<file path="src/rtl/assert_macros.svh">
// Assertion macros used by the RTL that carries checks.
`ifndef ASSERT_MACROS_SVH
`define ASSERT_MACROS_SVH
// Check an implication on every clock edge outside reset.
`define CHK_IMPL(label, clk, rst, ante, cons, msg) \
  label: assert property (@(posedge clk) disable iff (rst) (ante) |-> (cons)) \
    else $error(msg);
// Check a condition that must hold on the next edge.
`define CHK_NEXT(label, clk, rst, ante, cons, msg) \
  label: assert property (@(posedge clk) disable iff (rst) (ante) |=> (cons)) \
    else $error(msg);
`endif

</file>
<file path="src/rtl/mjsw_pkg.sv">
// Package for the maze junction stack walker: types, codes and defaults.
package mjsw_pkg;
  localparam int ROWS_DEF = 8;
  localparam int COLS_DEF = 8;
  localparam int STACK_DEPTH_DEF = 16;

  localparam logic [1:0] OP_LOAD  = 2'd0;
  localparam logic [1:0] OP_PLACE = 2'd1;
  localparam logic [1:0] OP_MOVE  = 2'd2;
  localparam logic [1:0] OP_NOP   = 2'd3;

  localparam logic [2:0] CELL_OPEN     = 3'd0;
  localparam logic [2:0] CELL_WALL     = 3'd1;
  localparam logic [2:0] CELL_JUNCTION = 3'd2;
  localparam logic [2:0] CELL_START    = 3'd3;
  localparam logic [2:0] CELL_EXIT     = 3'd4;

  localparam logic [2:0] DIR_UP    = 3'd0;
  localparam logic [2:0] DIR_DOWN  = 3'd1;
  localparam logic [2:0] DIR_LEFT  = 3'd2;
  localparam logic [2:0] DIR_RIGHT = 3'd3;
  localparam logic [2:0] DIR_NONE  = 3'd4;

  localparam logic [1:0] FAULT_NONE  = 2'd0;
  localparam logic [1:0] FAULT_FULL  = 2'd1;
  localparam logic [1:0] FAULT_EMPTY = 2'd2;

  typedef struct packed {
    logic [1:0] op;
    logic [2:0] cell_row;
    logic [2:0] cell_col;
    logic [2:0] cell_code;
  } req_t;

  typedef struct packed {
    logic [2:0]  pos_row;
    logic [2:0]  pos_col;
    logic [2:0]  moved_dir;
    logic [15:0] move_total;
    logic        at_exit;
    logic [4:0]  stack_level;
    logic [1:0]  fault;
  } rsp_t;

  // Probe order: left, up, down, right.
  function automatic logic [2:0] probe_dir(input logic [1:0] i);
    case (i)
      2'd0: probe_dir = DIR_LEFT;
      2'd1: probe_dir = DIR_UP;
      2'd2: probe_dir = DIR_DOWN;
      default: probe_dir = DIR_RIGHT;
    endcase
  endfunction
endpackage

</file>
<file path="src/rtl/mjsw_ram.sv">
// Generic RAM with one write port and one registered read port.
module mjsw_ram #(
  parameter int WIDTH = 8,
  parameter int DEPTH = 16
) (
  input  logic                     clk,
  input  logic                     we,
  input  logic [$clog2(DEPTH)-1:0] waddr,
  input  logic [WIDTH-1:0]         wdata,
  input  logic [$clog2(DEPTH)-1:0] raddr,
  output logic [WIDTH-1:0]         rdata
);
  logic [WIDTH-1:0] mem [DEPTH];

  always_ff @(posedge clk) begin
    if (we) begin
      mem[waddr] <= wdata;
    end
    rdata <= mem[raddr];
  end
endmodule

</file>
<file path="src/rtl/maze_junction_stack_walker_core.sv">
// Top level of the maze junction stack walker: sequencer, state and ports.
//
// Usage:
//   Requests enter on in_valid/in_stall with an mjsw_pkg::req_t payload
//   (op, cell_row, cell_col, cell_code). Every request yields one result on
//   out_valid/out_stall with an mjsw_pkg::rsp_t payload. One request is
//   worked at a time; in_stall stays high until the sequencer is idle.
//   All maze access goes through the single maze RAM read port, whose read
//   is registered, so each cell read takes an address state and a wait
//   state; that port sets the timing. A place reads every maze cell; a move
//   reads its own cell, then probes each neighbor unless on the exit cell.
//   The sequencer goes idle as a result is registered, then takes the
//   next request.
//   While out_stall is high the result register holds its value; the next
//   request may still be worked, and its result waits in the sequencer
//   with in_stall high until the register frees up.
//   Reset clears the walker position, direction, stack pointer and move
//   counter; maze and stack contents are undefined until written.
module maze_junction_stack_walker_core #(
  parameter int ROWS = mjsw_pkg::ROWS_DEF,
  parameter int COLS = mjsw_pkg::COLS_DEF,
  parameter int STACK_DEPTH = mjsw_pkg::STACK_DEPTH_DEF
) (
  input  logic           clk,
  input  logic           rst,
  input  logic           in_valid,
  output logic           in_stall,
  input  mjsw_pkg::req_t in_data,
  output logic           out_valid,
  input  logic           out_stall,
  output mjsw_pkg::rsp_t out_data
);
  import mjsw_pkg::*;
`include "assert_macros.svh"

  localparam int RW = (ROWS > 1) ? $clog2(ROWS) : 1;
  localparam int CW = (COLS > 1) ? $clog2(COLS) : 1;
  localparam int CELLS = ROWS * COLS;
  localparam int AW = $clog2(CELLS);
  localparam int SW = $clog2(STACK_DEPTH);
  localparam int PW = $clog2(STACK_DEPTH + 1);
  // Stack entry: row, col, four explored flags, target direction.
  localparam int EW = RW + CW + 4 + 3;

  typedef enum logic [14:0] {
    S_IDLE  = 15'b000000000000001,
    S_LOAD  = 15'b000000000000010,
    S_SCAN  = 15'b000000000000100,
    S_SCANW = 15'b000000000001000,
    S_PLACE = 15'b000000000010000,
    S_CUR   = 15'b000000000100000,
    S_CURW  = 15'b000000001000000,
    S_PROBE = 15'b000000010000000,
    S_PRBW  = 15'b000000100000000,
    S_DEC   = 15'b000001000000000,
    S_BKW   = 15'b000010000000000,
    S_BACK  = 15'b000100000000000,
    S_EXIT  = 15'b001000000000000,
    S_EXITW = 15'b010000000000000,
    S_OUT   = 15'b100000000000000
  } state_t;

  state_t state;
  req_t   req;
  logic [RW-1:0] walker_row;
  logic [CW-1:0] walker_col;
  logic [2:0]    last_dir;
  logic [PW-1:0] stack_pointer;
  logic [15:0]   move_counter;
  logic [2:0]    moved;
  logic [1:0]    fault;
  logic [2:0]    cur_code;
  logic [1:0]    probe_idx;
  logic [3:0]    pass_mask;   // indexed by direction code
  logic [3:0]    junc_mask;   // neighbor is a junction
  logic [RW-1:0] scan_row;
  logic [CW-1:0] scan_col;
  logic          scan_found;
  logic [RW-1:0] found_row;
  logic [CW-1:0] found_col;
  logic          exit_flag;
  rsp_t          rsp;

  function automatic logic [AW-1:0] addr_of(input logic [RW-1:0] r, input logic [CW-1:0] c);
    logic [2*AW-1:0] a;
    a = (2*AW)'(r) * (2*AW)'(COLS) + (2*AW)'(c);
    return a[AW-1:0];
  endfunction

  function automatic logic [3:0] top_expl_marked(input logic [3:0] e, input logic [2:0] t);
    logic [3:0] r;
    r = e;
    if (t < DIR_NONE) r[t[1:0]] = 1'b1;
    return r;
  endfunction

  // Maze RAM.
  logic          m_we;
  logic [AW-1:0] m_waddr, m_raddr;
  logic [2:0]    m_rdata;

  mjsw_ram #(.WIDTH(3), .DEPTH(CELLS)) u_maze (
    .clk(clk), .we(m_we), .waddr(m_waddr), .wdata(req.cell_code),
    .raddr(m_raddr), .rdata(m_rdata)
  );

  // Stack RAM.
  logic          s_we;
  logic [SW-1:0] s_waddr, s_raddr;
  logic [EW-1:0] s_wdata, s_rdata;

  mjsw_ram #(.WIDTH(EW), .DEPTH(STACK_DEPTH)) u_stack (
    .clk(clk), .we(s_we), .waddr(s_waddr), .wdata(s_wdata),
    .raddr(s_raddr), .rdata(s_rdata)
  );

  logic [RW-1:0] top_row;
  logic [CW-1:0] top_col;
  logic [3:0]    top_expl;
  logic [2:0]    top_tgt;
  assign {top_row, top_col, top_expl, top_tgt} = s_rdata;
  assign s_raddr = SW'(stack_pointer - PW'(1));

  // Neighbor of the walker in the direction under probe.
  logic [2:0]    pdir;
  logic          p_on;
  logic [RW-1:0] p_row;
  logic [CW-1:0] p_col;
  assign pdir = probe_dir(probe_idx);

  always_comb begin
    p_row = walker_row;
    p_col = walker_col;
    p_on  = 1'b1;
    case (pdir)
      DIR_UP: begin
        p_on = (walker_row != '0);
        p_row = walker_row - RW'(1);
      end
      DIR_DOWN: begin
        p_on = ({1'b0, walker_row} + (RW+1)'(1)) < (RW+1)'(ROWS);
        p_row = walker_row + RW'(1);
      end
      DIR_LEFT: begin
        p_on = (walker_col != '0);
        p_col = walker_col - CW'(1);
      end
      default: begin
        p_on = ({1'b0, walker_col} + (CW+1)'(1)) < (CW+1)'(COLS);
        p_col = walker_col + CW'(1);
      end
    endcase
  end

  // Maze read address and write control; drop loads beyond the maze.
  always_comb begin
    m_we    = (state == S_LOAD) && (32'(req.cell_row) < 32'(ROWS))
              && (32'(req.cell_col) < 32'(COLS));
    m_waddr = addr_of(RW'(req.cell_row), CW'(req.cell_col));
    case (state)
      S_SCAN:  m_raddr = addr_of(scan_row, scan_col);
      S_PROBE: m_raddr = addr_of(p_row, p_col);
      default: m_raddr = addr_of(walker_row, walker_col);
    endcase
  end

  // Move decision from the gathered masks; the first probe in order wins.
  logic [2:0] choice;
  logic       on_junc;
  logic [2:0] ch_step;
  always_comb begin
    on_junc = (cur_code == CELL_JUNCTION) && (stack_pointer != '0);
    choice  = DIR_NONE;
    ch_step = DIR_NONE;
    for (int i = 3; i >= 0; i--) begin
      ch_step = probe_dir(2'(i));
      if (pass_mask[ch_step[1:0]]) begin
        if (on_junc) begin
          if (top_tgt != ch_step && !top_expl[ch_step[1:0]]) choice = ch_step;
        end else if (last_dir != (ch_step ^ 3'd1)) begin
          choice = ch_step;
        end
      end
    end
  end

  // Position of the chosen neighbor.
  logic [RW-1:0] c_row;
  logic [CW-1:0] c_col;
  always_comb begin
    c_row = walker_row;
    c_col = walker_col;
    case (choice)
      DIR_UP:    c_row = walker_row - RW'(1);
      DIR_DOWN:  c_row = walker_row + RW'(1);
      DIR_LEFT:  c_col = walker_col - CW'(1);
      default:   c_col = walker_col + CW'(1);
    endcase
  end

  logic [3:0] push_expl;
  always_comb begin
    push_expl = '0;
    push_expl[choice[1:0] ^ 2'd1] = 1'b1;
  end

  logic do_push;
  logic stack_full;
  logic [PW-1:0] sp_after;
  assign do_push = !on_junc && choice != DIR_NONE && junc_mask[choice[1:0]];
  assign stack_full = (stack_pointer == PW'(STACK_DEPTH));
  // A junction with nothing left to explore pops itself.
  assign sp_after = on_junc ? stack_pointer - PW'(1) : stack_pointer;

  always_comb begin
    s_we    = 1'b0;
    s_waddr = s_raddr;
    s_wdata = {top_row, top_col, top_expl, choice};
    if (state == S_DEC) begin
      if (on_junc && choice != DIR_NONE) begin
        s_we = 1'b1;
      end else if (do_push && !stack_full) begin
        s_we = 1'b1;
        s_waddr = SW'(stack_pointer);
        s_wdata = {c_row, c_col, push_expl, DIR_NONE};
      end
    end else if (state == S_BACK) begin
      // Backtrack: mark the target of the new top explored.
      s_we = (top_tgt < DIR_NONE);
      s_wdata = {top_row, top_col, top_expl_marked(top_expl, top_tgt), top_tgt};
    end
  end

  always_ff @(posedge clk) begin
    if (rst) begin
      state <= S_IDLE;
      walker_row <= '0;
      walker_col <= '0;
      last_dir <= DIR_NONE;
      stack_pointer <= '0;
      move_counter <= '0;
    end else begin
      case (state)
        S_IDLE: begin
          if (in_valid) begin
            req <= in_data;
            moved <= DIR_NONE;
            fault <= FAULT_NONE;
            case (in_data.op)
              OP_LOAD: state <= S_LOAD;
              OP_PLACE: begin
                state <= S_SCAN;
                scan_row <= '0;
                scan_col <= '0;
                scan_found <= 1'b0;
              end
              OP_MOVE: state <= S_CUR;
              default: state <= S_EXIT;
            endcase
          end
        end
        S_LOAD: state <= S_EXIT;
        S_SCAN: state <= S_SCANW;
        S_SCANW: begin
          if (!scan_found && m_rdata == CELL_START) begin
            scan_found <= 1'b1;
            found_row <= scan_row;
            found_col <= scan_col;
          end
          if (scan_col == CW'(COLS - 1)) begin
            scan_col <= '0;
            if (scan_row == RW'(ROWS - 1)) begin
              state <= S_PLACE;
            end else begin
              scan_row <= scan_row + RW'(1);
              state <= S_SCAN;
            end
          end else begin
            scan_col <= scan_col + CW'(1);
            state <= S_SCAN;
          end
        end
        S_PLACE: begin
          walker_row <= scan_found ? found_row : RW'(ROWS - 1);
          walker_col <= scan_found ? found_col : '0;
          last_dir <= DIR_NONE;
          stack_pointer <= '0;
          move_counter <= '0;
          state <= S_EXIT;
        end
        S_CUR: state <= S_CURW;
        S_CURW: begin
          cur_code <= m_rdata;
          probe_idx <= '0;
          pass_mask <= '0;
          junc_mask <= '0;
          // Hold still on the exit cell.
          state <= (m_rdata == CELL_EXIT) ? S_EXIT : S_PROBE;
        end
        S_PROBE: state <= S_PRBW;
        S_PRBW: begin
          pass_mask[pdir[1:0]] <= p_on && m_rdata != CELL_WALL;
          junc_mask[pdir[1:0]] <= p_on && m_rdata == CELL_JUNCTION;
          probe_idx <= probe_idx + 2'd1;
          state <= (probe_idx == 2'd3) ? S_DEC : S_PROBE;
        end
        S_DEC: begin
          if (choice != DIR_NONE) begin
            walker_row <= c_row;
            walker_col <= c_col;
            last_dir <= choice;
            moved <= choice;
            if (move_counter != 16'hFFFF) move_counter <= move_counter + 16'd1;
            if (do_push) begin
              if (!stack_full) stack_pointer <= stack_pointer + PW'(1);
              else fault <= FAULT_FULL;
            end
            state <= S_EXIT;
          end else begin
            stack_pointer <= sp_after;
            if (sp_after == '0) begin
              fault <= FAULT_EMPTY;
              state <= S_EXIT;
            end else begin
              state <= S_BKW;  // wait for the new top to be read
            end
          end
        end
        S_BKW: state <= S_BACK;
        S_BACK: begin
          walker_row <= top_row;
          walker_col <= top_col;
          if (move_counter != 16'hFFFF) move_counter <= move_counter + 16'd1;
          state <= S_EXIT;
        end
        // Re-read the walker cell for at_exit.
        S_EXIT: state <= S_EXITW;
        S_EXITW: begin
          exit_flag <= (m_rdata == CELL_EXIT);
          state <= S_OUT;
        end
        S_OUT: begin
          if (!out_valid || !out_stall) state <= S_IDLE;
        end
        default: state <= S_IDLE;
      endcase
    end
  end

  // Result register.
  always_ff @(posedge clk) begin
    if (rst) begin
      out_valid <= 1'b0;
    end else begin
      if (state == S_OUT && (!out_valid || !out_stall)) begin
        out_valid <= 1'b1;
        rsp.pos_row <= 3'(walker_row);
        rsp.pos_col <= 3'(walker_col);
        rsp.moved_dir <= moved;
        rsp.move_total <= move_counter;
        rsp.stack_level <= 5'(stack_pointer);
        rsp.fault <= fault;
        rsp.at_exit <= exit_flag;
      end else if (out_valid && !out_stall) begin
        out_valid <= 1'b0;
      end
    end
  end

  assign out_data = rsp;
  assign in_stall = (state != S_IDLE);

  logic empty_fault;
  assign empty_fault = out_valid && out_data.fault == FAULT_EMPTY;

  `CHK_IMPL(a_busy_stall, clk, rst, state != S_IDLE, in_stall, "stall low while busy")
  `CHK_IMPL(a_sp_range, clk, rst, 1'b1, stack_pointer <= PW'(STACK_DEPTH), "stack overrun")
  `CHK_IMPL(a_fault_stay, clk, rst, empty_fault, out_data.moved_dir == DIR_NONE, "empty fault with a move")
  `CHK_NEXT(a_out_hold, clk, rst, out_valid && out_stall, out_valid && $stable(out_data), "result changed while stalled")
endmodule

</file>
<file path="config.mk">
export PLATFORM = sky130hd
export DESIGN_NAME = maze_junction_stack_walker_core
export DESIGN_NICKNAME = d
export VERILOG_FILES = /design/src/rtl/mjsw_pkg.sv /design/src/rtl/mjsw_ram.sv /design/src/rtl/maze_junction_stack_walker_core.sv
export VERILOG_INCLUDE_DIRS = /design/src /design/src/rtl
export SDC_FILE = /design/constraint.sdc
export NUM_CORES = 1
export LEC_CHECK = 0
export BUFFER_PORTS_ARGS = -buffer_cell sky130_fd_sc_hd__buf_2
export CAP_MARGIN = 10
export CORE_MARGIN = 2
export CORE_UTILIZATION = 45
export CTS_BUF_LIST = sky130_fd_sc_hd__clkbuf_4 sky130_fd_sc_hd__clkbuf_8
export DETAILED_ROUTE_END_ITERATION = 16
export GPL_TIMING_DRIVEN = 0
export PLACE_DENSITY = 0.61
export SLEW_MARGIN = 25
export SYNTH_ARGS = -nofsm -noshare
export SYNTH_HDL_FRONTEND = slang
export SYNTH_HIERARCHICAL = 1
export SYNTH_SLANG_ARGS = --single-unit
export TNS_END_PERCENT = 20
</file>
<file path="constraint.sdc">
create_clock -name clk -period 5.3 [get_ports clk]
set_clock_uncertainty 0.2 [all_clocks]
set_input_delay 0.795 -clock clk [delete_from_list [all_inputs] [get_ports clk]]
set_output_delay 0.795 -clock clk [all_outputs]
set_load 0.03 [all_outputs]
</file>
==> flow_summary.yaml, run 1 <==
routing:
  wire_per_inst_um: 21.9
  first_pass_iters: 5
  via_count: 13200
  via_per_inst: 5.66
  ant_nets: 0
  drtIter0Drc: 1239
  wirelength_um: 51300
  drc: 0
yosys:
  ys_seq_area_share_pct: 68.2
  synth-edff-count: 474
  syn_nets: 1472
  ys_warn_count: 6
  syn_area_um2: 22700
  synth-async-reset-ratio_pct: 0
  synth.distinct_cells: 89
  synth-seq-cells: 536
  synth_ff_type: "edfxtp_1"
  synthesis.instances: 1438
  synth_top_cell_by_area: "edfxtp_1"
  synth_top_area_share_pct: 62.7
  synth.area.top_cells: "edfxtp_1 (63%), mux4_2 (7.4%), dfxtp_1 (5.5%)"
  avgSynthCellArea_um2: 15.8
timing:
  rsz0062_at_grt: "true"
  fin_ws_ns: 0.223
  finalSetupViolations: 0
  worst_slew_pin_slew_ns: 1.02
  slew_viol_final: 0
  hold_viol: 0
  holdWs_ns: 0.101
  fin_tns_setup_ns: 0
  post-route-period-util_pct: 95.8
  fmax_ghz: 0.197
  relSlewSlack_pct: 31.6
  fin_crit_ns: 5.08
floorplanning:
  dieArea_um2: 52200
  core_area_um2: 50000
  dieHeight_um: 229
  rows: 82
  die_w_um: 229
  io_pins: 50
  start_util_pct: 45.4
power:
  pwr-share-clk_pct: 43.2
  leakage_nw: 8.53
  powerDensity_nw_per_um2: 326
  p_sw_share_pct: 20.9
  p_switching_mw: 1.76
  power_frac_seq_pct: 54.5
  comb_power_share_pct: 2.3
  p_total_mw: 8.46
  p_int_mw: 6.70
  ir_drop_mv: 0.223
setup_path:
  crit_path_max_fanout: 13
  worstPathRequired_ns: 5.37
  r2r_slack_ns: 0.22
  arrival_ns: 5.15
  crit_type: "reg -> reg"
  cp-start-kind: "register"
  cp-end-kind: "register"
placement:
  dp_hpwl_um: 35100
  place_inst: 2180
  dpl_cell_area_um2: 24100
  gp_congestion: 0.861
  dp_slack_ns: 0.0890
  io_buffers: 48
finish:
  multi_input_comb_area_um2: 6860
  finalNonFillerCells: 2341
  num-nets-final: 1632
  drive_gt1_share_pct: 23.4
  utilization_pct: 51.9
  seq_area_um2: 15500
  antenna_cells: 0
  fillers: 4133
  area_growth_pct: 14.4
  stdcell_area_um2: 25900
global_routing:
  antenna_found_initial: 0
  grt_pass1_vias: 13400
  overflow: 0
  grt_pass1_wl_um: 78900
  grt_max_degree: 28
  grt_usage_pct: 19.9
clock_tree:
  cts_hold_buf: 0
  cts_resized: 0
  clock_sinks: 536
  clk_pin_slew_ns: 0.06
  clock_path_buffers: 3
  tritoncts: "built"
  cts_buffers: 87
  cts_setup_buffers: 0
  insertion_delay_ns: 0.68
  cts_root_buffer: "clkbuf_8"
  htreeDepth: 3
outcome:
  status: "completed"
job:
  drv_cap: 0
hold_path:
  hold_class: "in -> reg"
==> placed cells by master (no fill, tap or decap), types with 26 or more instances in the layout <==
cell type,synthesis,routed
mux4_2,75,75
a21oi_1,34,32
nand2_1,82,82
dfxtp_1,62,62
clkbuf_1,48,48
inv_1,26,26
buf_2,12,61
nor2_1,148,135
nand3_1,32,32
clkbuf_8,0,92
o21ai_0,29,27
a22oi_1,31,31
edfxtp_1,474,474
clkbuf_4,0,27
==> flip-flops by register name (all words and copies together) (netlist names), 4 cells and up <==
name           flops
req                9
stack_pointer      5
junc_mask          4
out_data          33
pass_mask          4
state             15
move_counter      16
u_maze/mem       192
u_stack/rdata     13
u_stack/mem      208
==> path summary, 6_finish.rpt <==
path,end,startpoint,cells after the start
worst max-delay path,u_stack/mem[1][6]$_DFFE_PP_,stack_pointer[0]$_SDFFE_PP0P_,12
worst min-delay path,req[7]$_DFFE_PP_,in_data[7],1
worst max register to register,u_stack/mem[1][6]$_DFFE_PP_,stack_pointer[0]$_SDFFE_PP0P_,12
worst min register to register,out_data[26]$_DFFE_PP_,moved[2]$_DFFE_PP_,0
==> synthesized netlist by cell type, types with 5 or more instances <==
| library cell | count |
|---|---|
| edfxtp_1 | 474 |
| nor2_1 | 148 |
| nand2_1 | 82 |
| mux4_2 | 75 |
| dfxtp_1 | 62 |
| clkbuf_1 | 48 |
| a21oi_1 | 34 |
| nand3_1 | 32 |
| a22oi_1 | 31 |
| o21ai_0 | 29 |
| inv_1 | 26 |
| nor3_1 | 26 |
| mux4_1 | 24 |
| mux2i_1 | 22 |
| ha_1 | 19 |
| nand2b_1 | 16 |
| nand3b_1 | 14 |
| nand4_1 | 13 |
| o211ai_1 | 13 |
| buf_2 | 12 |
| nor2b_1 | 12 |
| nor3b_1 | 12 |
| or2_2 | 12 |
| xnor2_1 | 11 |
| buf_6 | 9 |
| mux2_2 | 9 |
| a31oi_1 | 8 |
| and3_1 | 7 |
| or4_1 | 7 |
| a211oi_1 | 6 |
| a21o_1 | 6 |
| nor4_1 | 6 |
| o22ai_1 | 6 |
| or3_1 | 6 |
| and2_1 | 5 |
| o21a_1 | 5 |
| o31ai_1 | 5 |
| o32ai_1 | 5 |
| xor2_1 | 5 |
==> power groups by stage <==
| stage | sequential [mW] | combinational [mW] | clock [mW] |
|---|---|---|---|
| after floorplan | 4.70 | 0.114 | 0 |
| after global placement | 4.72 | 0.161 | 0 |
| after detailed placement | 4.69 | 0.199 | 0 |
| after CTS | 4.61 | 0.200 | 3.74 |
| after global routing | 4.61 | 0.219 | 3.94 |
| final | 4.61 | 0.198 | 3.65 |
==> cells by family after synthesis <==
group | synth area share [%]
AND/OR/NAND/NOR | 9.83
AO/OA/AOI/OAI | 6.35
multiplexers | 11.8
adder cells (fa/ha/maj) | 1.05
flip-flops | 68.2
XOR/XNOR | 0.618
buffers and inverters | 2.18
==> critical path: stages, from the launching register on <==
cell and delay [ns]:
dfxtp_1 0.35, clkbuf_1 0.37, inv_1 0.17, ha_1 0.24, nor4b_4 0.16, nor2_4 0.29
mux2_2 0.44, nor2_1 0.39, nor3_2 0.13, buf_2 0.24, xnor2_1 0.65, nand2b_1 0.31
nor2_2 0.72
==> layout make-up <==
cell class | instances | area share (%)
Clock buffer | 118 | 5.63
Sequential cell | 536 | 59.6
Inverter | 26 | 0.376
Clock inverter | 42 | 1.29
Timing Repair Buffer | 71 | 1.86
Tap cell | 672 | 3.24
Buffer | 76 | 1.53
Multi-Input combinational cell | 800 | 26.4
==> routing by layer <==
metal  global-route usage, %  up-vias  share of wire, %
met4                    7.72        0               2.5
met3                    3.54       92               6.6
met5                       0        -                 0
met1                    26.8     6663                43
li1                        -     6033                 -
met2                    32.3      459                48
Power figures use the tool's default switching activity.
==> run 2: changes to the inputs <==
--- a/config.mk
+++ b/config.mk
@@ -13,7 +13,7 @@
 export CTS_BUF_LIST = sky130_fd_sc_hd__clkbuf_4 sky130_fd_sc_hd__clkbuf_8
 export DETAILED_ROUTE_END_ITERATION = 16
 export GPL_TIMING_DRIVEN = 0
-export PLACE_DENSITY = 0.61
+export PLACE_DENSITY = 0.64
 export SLEW_MARGIN = 25
 export SYNTH_ARGS = -nofsm -noshare
 export SYNTH_HDL_FRONTEND = slang
==> constraint.sdc (replaced) <==
create_clock -name clk -period 4.2 [get_ports clk]
set_clock_uncertainty 0.2 [all_clocks]
set_input_delay 0.63 -clock clk [delete_from_list [all_inputs] [get_ports clk]]
set_output_delay 0.63 -clock clk [all_outputs]
set_load 0.03 [all_outputs]
==> run 2 against run 1 <==
Against the previous run:
- routed wire length is 4.6% higher
- global-route usage rose by 0.62 points
- register-to-register slack lost 0.10 ns
- fmax up 25%
- hold slack better by 0.020 ns
- sequential cell count did not move
- sequential share of layout area shrank 1.3 points
- highest routed layer unchanged
==> flow_summary.yaml, run 2 (synthesis gave the netlist of run 1 again) <==
outcome:
  status: "completed"
routing:
  via_per_inst: 5.79
  wirelength_um: 53600
  via_count: 13700
  drtIter0Drc: 1466
  first_pass_iters: 5
  ant_nets: 0
  drc: 0
  wire_per_inst_um: 22.6
global_routing:
  antenna_found_initial: 0
  grt_usage_pct: 20.5
  grt_pass1_vias: 13700
  overflow: 0
  grt_pass1_wl_um: 81600
  grt_max_degree: 26
finish:
  largest_register: "u_stack/mem"
  stdcell_area_um2: 26500
  final_common_cell: "edfxtp_1"
  finalNonFillerCells: 2368
  drive_gt1_share_pct: 25.4
  final_cell_mix: "edfxtp_1 (474), nor2_1 (134), clkbuf_8 (97), nand2_1 (81), mux4_2 (75)"
  largest_register_ffs: 208
  antenna_cells: 0
  num-nets-final: 1662
  area_growth_pct: 16.8
  utilization_pct: 53.1
timing:
  fin_tns_setup_ns: 0
  hold_viol: 0
  relSlewSlack_pct: 41.2
  holdWs_ns: 0.121
  post-route-period-util_pct: 97.1
  fin_ws_ns: 0.122
  rsz0062_at_grt: "true"
  finalSetupViolations: 0
  slew_viol_final: 0
  fmax_ghz: 0.245
  fin_crit_ns: 4.08
  worst_slew_pin_slew_ns: 0.883
floorplanning:
  die_w_um: 229
  dieArea_um2: 52200
  start_util_pct: 45.4
  io_pins: 50
  rows: 82
  dieHeight_um: 229
  core_area_um2: 50000
hold_path:
  worstHoldStart: "in_data[9]"
  hold_class: "in -> reg"
setup_path:
  path_cells: "buf_2 > inv_2 > ha_1 > nor4b_4 > nor2_4 > mux2_2 > nor2_4 > nor3_4 > nand2b_1 > xnor2_1 > nand3b_1 > nor3_4 > buf_4"
  slowest_delay_ns: 0.45
  arrival_ns: 4.26
  cp-start-kind: "register"
  r2r-start: "stack_pointer[0]$_SDFFE_PP0P_"
  worstPathRequired_ns: 4.38
  crit_type: "reg -> reg"
  slowest_stage: "mux2_2"
  cp-end-kind: "register"
  startpoint: "stack_pointer[0]$_SDFFE_PP0P_"
  cp.buffers_inverters: 3
  crit_path_max_fanout: 9
  crit_family: "simple AND/OR/NAND/NOR gates"
power:
  power_frac_seq_pct: 54.7
  comb_power_share_pct: 2.6
  ir_drop_mv: 0.198
  p_int_mw: 8.38
  p_total_mw: 10.6
  powerDensity_nw_per_um2: 401
  leakage_nw: 8.82
  p_switching_mw: 2.24
  p_sw_share_pct: 21.1
  pwr-share-clk_pct: 42.7
clock_tree:
  clock_sinks: 536
  clock_path_buffers: 3
  tritoncts: "built"
  cts_root_buffer: "clkbuf_8"
  clk_pin_slew_ns: 0.06
  cts_buffers: 86
  htreeDepth: 3
  insertion_delay_ns: 0.69
placement:
  dp_slack_ns: -0.944
  dp_hpwl_um: 35500
  place_inst: 2173
  gp_congestion: 0.909
  io_buffers: 48
  dpl_cell_area_um2: 24100
job:
  drv_cap: 0
-- run 2: cell count changes in the layout (fill, tap and decap cells not counted), sizes merged --
| cell | previous run | this run |
|---|---|---|
| clkinv | 30 | 24 |
| bufinv | 5 | 2 |
| clkbuf | 168 | 174 |
| inv | 28 | 31 |
| clkinvlp | 5 | 0 |
| buf | 97 | 119 |
| dlygate4sd3 | 0 | 10 |
-- run 2: worst min-delay path, stage by stage --
cell and delay (ns):
buf_2 0.10, nor2_1 0.05, and3_1 0.16
-- run 2: per-layer routing --
metal	share of wire [%]	vias up	GRT usage, %
met5	0	-	0
met4	2.7	0	7.70
met3	7.4	100	4.12
met2	48	573	33.3
met1	42	6946	27.4
li1	-	6091	-
-- run 2: final cells by class --
| cell class | count | area [um2] |
|---|---|---|
| Clock buffer | 125 | 1550 |
| Fill cell | 4091 | 23500 |
| Timing Repair Buffer | 102 | 898 |
| Multi-Input combinational cell | 800 | 7030 |
| Buffer | 76 | 409 |
| Inverter | 26 | 97.6 |
| Sequential cell | 536 | 15500 |
| Clock inverter | 31 | 213 |
| Tap cell | 672 | 841 |
-- run 2: repair_timing --
action,CTS,global route
hold endpoints to repair,10,0
buffers inserted,16,13
gates cloned,0,0
pin swaps,14,7
hold buffers,10,0
resized for setup,32,22
endpoints found under the setup margin,211,223
-- run 2: final timing paths --
path	endpoint	slack, ns	cells after the start
worst min register to register	out_data[24]$_DFFE_PP_	0.23	0
worst max register to register	u_stack/mem[8][4]$_DFFE_PP_	0.12	13
worst min-delay path	state[5]$_SDFFE_PP0P_	0.12	3
worst max-delay path	u_stack/mem[8][4]$_DFFE_PP_	0.12	13
-- run 2: power by group through the flow --
stage                     Sequential [mW]  Combinational, mW  Clock, mW
after detailed placement             5.92              0.255          0
after floorplan                      5.93              0.144          0
after global placement               5.95              0.206          0
final                                5.81              0.275       4.53
after global routing                 5.81              0.298       4.86
after CTS                            5.81              0.265       4.63
==> run 3: changes to the inputs <==
--- a/config.mk
+++ b/config.mk
@@ -17,6 +17,5 @@
 export SLEW_MARGIN = 25
 export SYNTH_ARGS = -nofsm -noshare
 export SYNTH_HDL_FRONTEND = slang
-export SYNTH_HIERARCHICAL = 1
 export SYNTH_SLANG_ARGS = --single-unit
 export TNS_END_PERCENT = 20
==> run 3 against run 2 <==
Against the previous run:
- hold slack worse by 0.047 ns
- sequential share of layout area is 0.59 points lower
- highest routed layer unchanged
- worst setup slack worse by 0.0090 ns
- clock-buffer cell count is 6 lower
==> flow_summary.yaml, run 3 <==
routing:
  via_count: 14200
  drtIter0Drc: 1314
  drc: 0
  top_layer: "met4"
  first_pass_iters: 5
  met3_length_um: 4110
  m1WireLength_um: 24000
  wire_per_inst_um: 22.7
  ant_nets: 0
  wirelength_um: 55900
  via_per_inst: 5.74
  routed-wl-met2_um: 25900
yosys:
  yosys-top-cells-count: "edfxtp_1 (474), nor2_1 (175), nand2_1 (117)"
  syn_area_um2: 22700
  synth-async-reset-ratio_pct: 0
  synth-edff-count: 474
  synth-seq-cells: 536
  synth.distinct_cells: 97
  avgSynthCellArea_um2: 14.9
  synth_top_area_share_pct: 62.6
  synthesis.instances: 1527
  synth_ff_type: "edfxtp_1"
  synth_top_cell_by_area: "edfxtp_1"
  ys_seq_area_share_pct: 68.1
  syn_nets: 1561
  yosysMostFrequentCell: "edfxtp_1"
  ys_warn_count: 0
  synth.area.top_cells: "edfxtp_1 (63%), mux4_2 (6.4%), dfxtp_1 (5.5%)"
global_routing:
  overflow: 0
  grt_usage_pct: 21.4
  grt_pass1_wl_um: 84800
  grt_max_degree: 23
  grt_pass1_vias: 14300
  antenna_found_initial: 0
placement:
  dp_slack_ns: -0.746
  gp_congestion: 0.857
  dp_hpwl_um: 38000
  io_buffers: 49
setup_path:
  path_cells: "nor4_4 > nand2_1 > or4_1 > nor3b_4 > or3_1 > a2111oi_0 > a41o_1 > or2_1 > nor4_1 > dlygate4sd3_1"
  arrival_ns: 4.50
  slowest_stage: "dlygate4sd3_1"
  r2r_cells: 10
  crit_type: "reg -> reg"
  r2r-start: "state[10]$_SDFFE_PP0P_"
  r2r_slack_ns: 0.11
  worstPathRequired_ns: 4.62
  cp-end-kind: "register"
  slowest_delay_ns: 0.58
  crit_path_max_fanout: 7
  reg2reg_to: "state[1]$_SDFFE_PP0P_"
  cp-start-kind: "register"
timing:
  worst_slew_pin_slew_ns: 0.870
  fmax_ghz: 0.245
  fin_crit_ns: 4.09
  slew_viol_final: 0
  fin_ws_ns: 0.113
  post-route-period-util_pct: 97.3
  relSlewSlack_pct: 42.0
  hold_viol: 0
  rsz0062_at_grt: "false"
  finalSetupViolations: 0
finish:
  antenna_cells: 0
  largest_register: "u_stack.mem"
  largest_register_ffs: 208
  final_cell_mix: "edfxtp_1 (474), nor2_1 (159), nand2_1 (117), clkbuf_8 (90), mux2i_1 (84)"
  num-nets-final: 1765
  fillers: 4132
  final_common_cell: "edfxtp_1"
  area_growth_pct: 17.8
  drive_gt1_share_pct: 23.8
clock_tree:
  tritoncts: "built"
  cts_root_buffer: "clkbuf_8"
  cts_buffers: 87
  clock_sinks: 536
  htreeDepth: 3
  insertion_delay_ns: 0.68
  clk_pin_slew_ns: 0.06
  clock_path_buffers: 3
floorplanning:
  rows: 82
  start_util_pct: 45.4
  core_area_um2: 50100
  dieArea_um2: 52300
  die_w_um: 229
  io_pins: 50
  dieHeight_um: 229
power:
  ir_drop_mv: 0.245
  leakage_nw: 8.96
  p_total_mw: 10.5
  powerDensity_nw_per_um2: 393
hold_path:
  hold_end: "out_valid$_SDFFE_PP0P_"
  holdPathStages: 3
  worstHoldStart: "out_stall"
  hold_class: "in -> reg"
job:
  drv_cap: 0
outcome:
  status: "completed"
==> run 3: cell count changes in the layout (fill, tap and decap cells not counted), moves of 7 or more <==
cell / previous run / this run
a21oi_1: 31 / 48
a22oi_1: 31 / 16
and2_1: 5 / 12
buf_6: 11 / 25
clkbuf_1: 42 / 34
clkbuf_8: 97 / 90
mux2i_1: 20 / 84
mux4_1: 24 / 0
mux4_2: 75 / 65
nand2_1: 81 / 117
nor2_1: 134 / 159
o21ai_0: 25 / 16
or2_2: 12 / 2
xor2_1: 5 / 14
==> run 3: cells by family (layout without fill, tap and decap cells) <==
family          count (synthesis)  in the layout  share of synthesized area, %
fa+ha+maj                      19             19                          1.05
simple gates                  479            479                          10.6
mux                           164            164                          10.9
flops                         536            536                          68.1
xor+xnor                       22             22                         0.847
compound gates                205            205                          6.33
buf+inv                       102            370                          2.21
==> run 3: worst max-delay path by stage <==
stage	start	end	slack (ns)	cells after the start
finish	state[10]$_SDFFE_PP0P_	state[1]$_SDFFE_PP0P_	0.11	10
global placement	stack_pointer[0]$_SDFFE_PP0P_	u_stack.mem[3][5]$_DFFE_PP_	-1.21	13
floorplan	stack_pointer[0]$_SDFFE_PP0P_	u_stack.mem[10][0]$_DFFE_PP_	0.09	14
detailed placement	stack_pointer[0]$_SDFFE_PP0P_	u_stack.mem[13][9]$_DFFE_PP_	-0.75	13
CTS	stack_pointer[0]$_SDFFE_PP0P_	u_stack.mem[15][9]$_DFFE_PP_	-0.05	14
global route	stack_pointer[0]$_SDFFE_PP0P_	u_stack.mem[8][0]$_DFFE_PP_	0.006	16
==> run 3: cell type report <==
class	instances	area [um2]	share of cell area (%)
buffer	75	420	1.57
clock buffer	119	1460	5.44
clock inverter	34	245	0.916
inverter	27	104	0.388
multi-input combinational	889	7150	26.7
sequential	536	15500	57.8
tap	672	841	3.14
timing repair buffer	115	1090	4.08
==> run 3: critical path: cells and delay by family, from the launching register on <==
family / cells / cell delay [ns]
flip-flops: 1 / 0.38
AND/OR/NAND/NOR: 7 / 2.54
AO/OA/AOI/OAI: 2 / 0.33
buffers and inverters: 1 / 0.58
==> run 3: metal layers <==
| layer | global-route usage (%) | up-vias |
|---|---|---|
| li1 | - | 6329 |
| met1 | 29.5 | 7093 |
| met2 | 33.5 | 623 |
| met3 | 3.93 | 116 |
| met4 | 9.19 | 0 |
| met5 | 0 | - |
==> run 3: repair_timing <==
action | 4_1_cts | 5_1_grt
hold buffers | 12 | 0
resized for setup | 49 | 20
pin swaps | 13 | 5
cloned | 0 | 0
endpoints found under the hold margin | 11 | 0
buffers inserted | 22 | 3
setup endpoints to repair | 424 | 392
==> run 3: power breakdown <==
part / leakage [nW] / internal, mW / switching [mW]
clock: 0.891 / 2.39 / 2.06
combinational: 3.28 / 0.0900 / 0.178
sequential: 4.79 / 5.78 / 0.0253
total: 8.96 / 8.26 / 2.26
==> run 3: per-stage QoR <==
step           TNS, ns  area [um2]  std cells  util [%]  hold WS, ns
5_1_grt              0       26800       2467      53.5       0.0876
3_5_place_dp   -171.97       24300       2277      48.5        0.206
3_3_place_gp   -297.55       23800       2248      47.6        0.204
4_1_cts         -0.404       26700       2464      53.3       0.0132
2_1_floorplan        0       22700       1527         -        0.200
6_report             0       26800       2467      53.5       0.0736
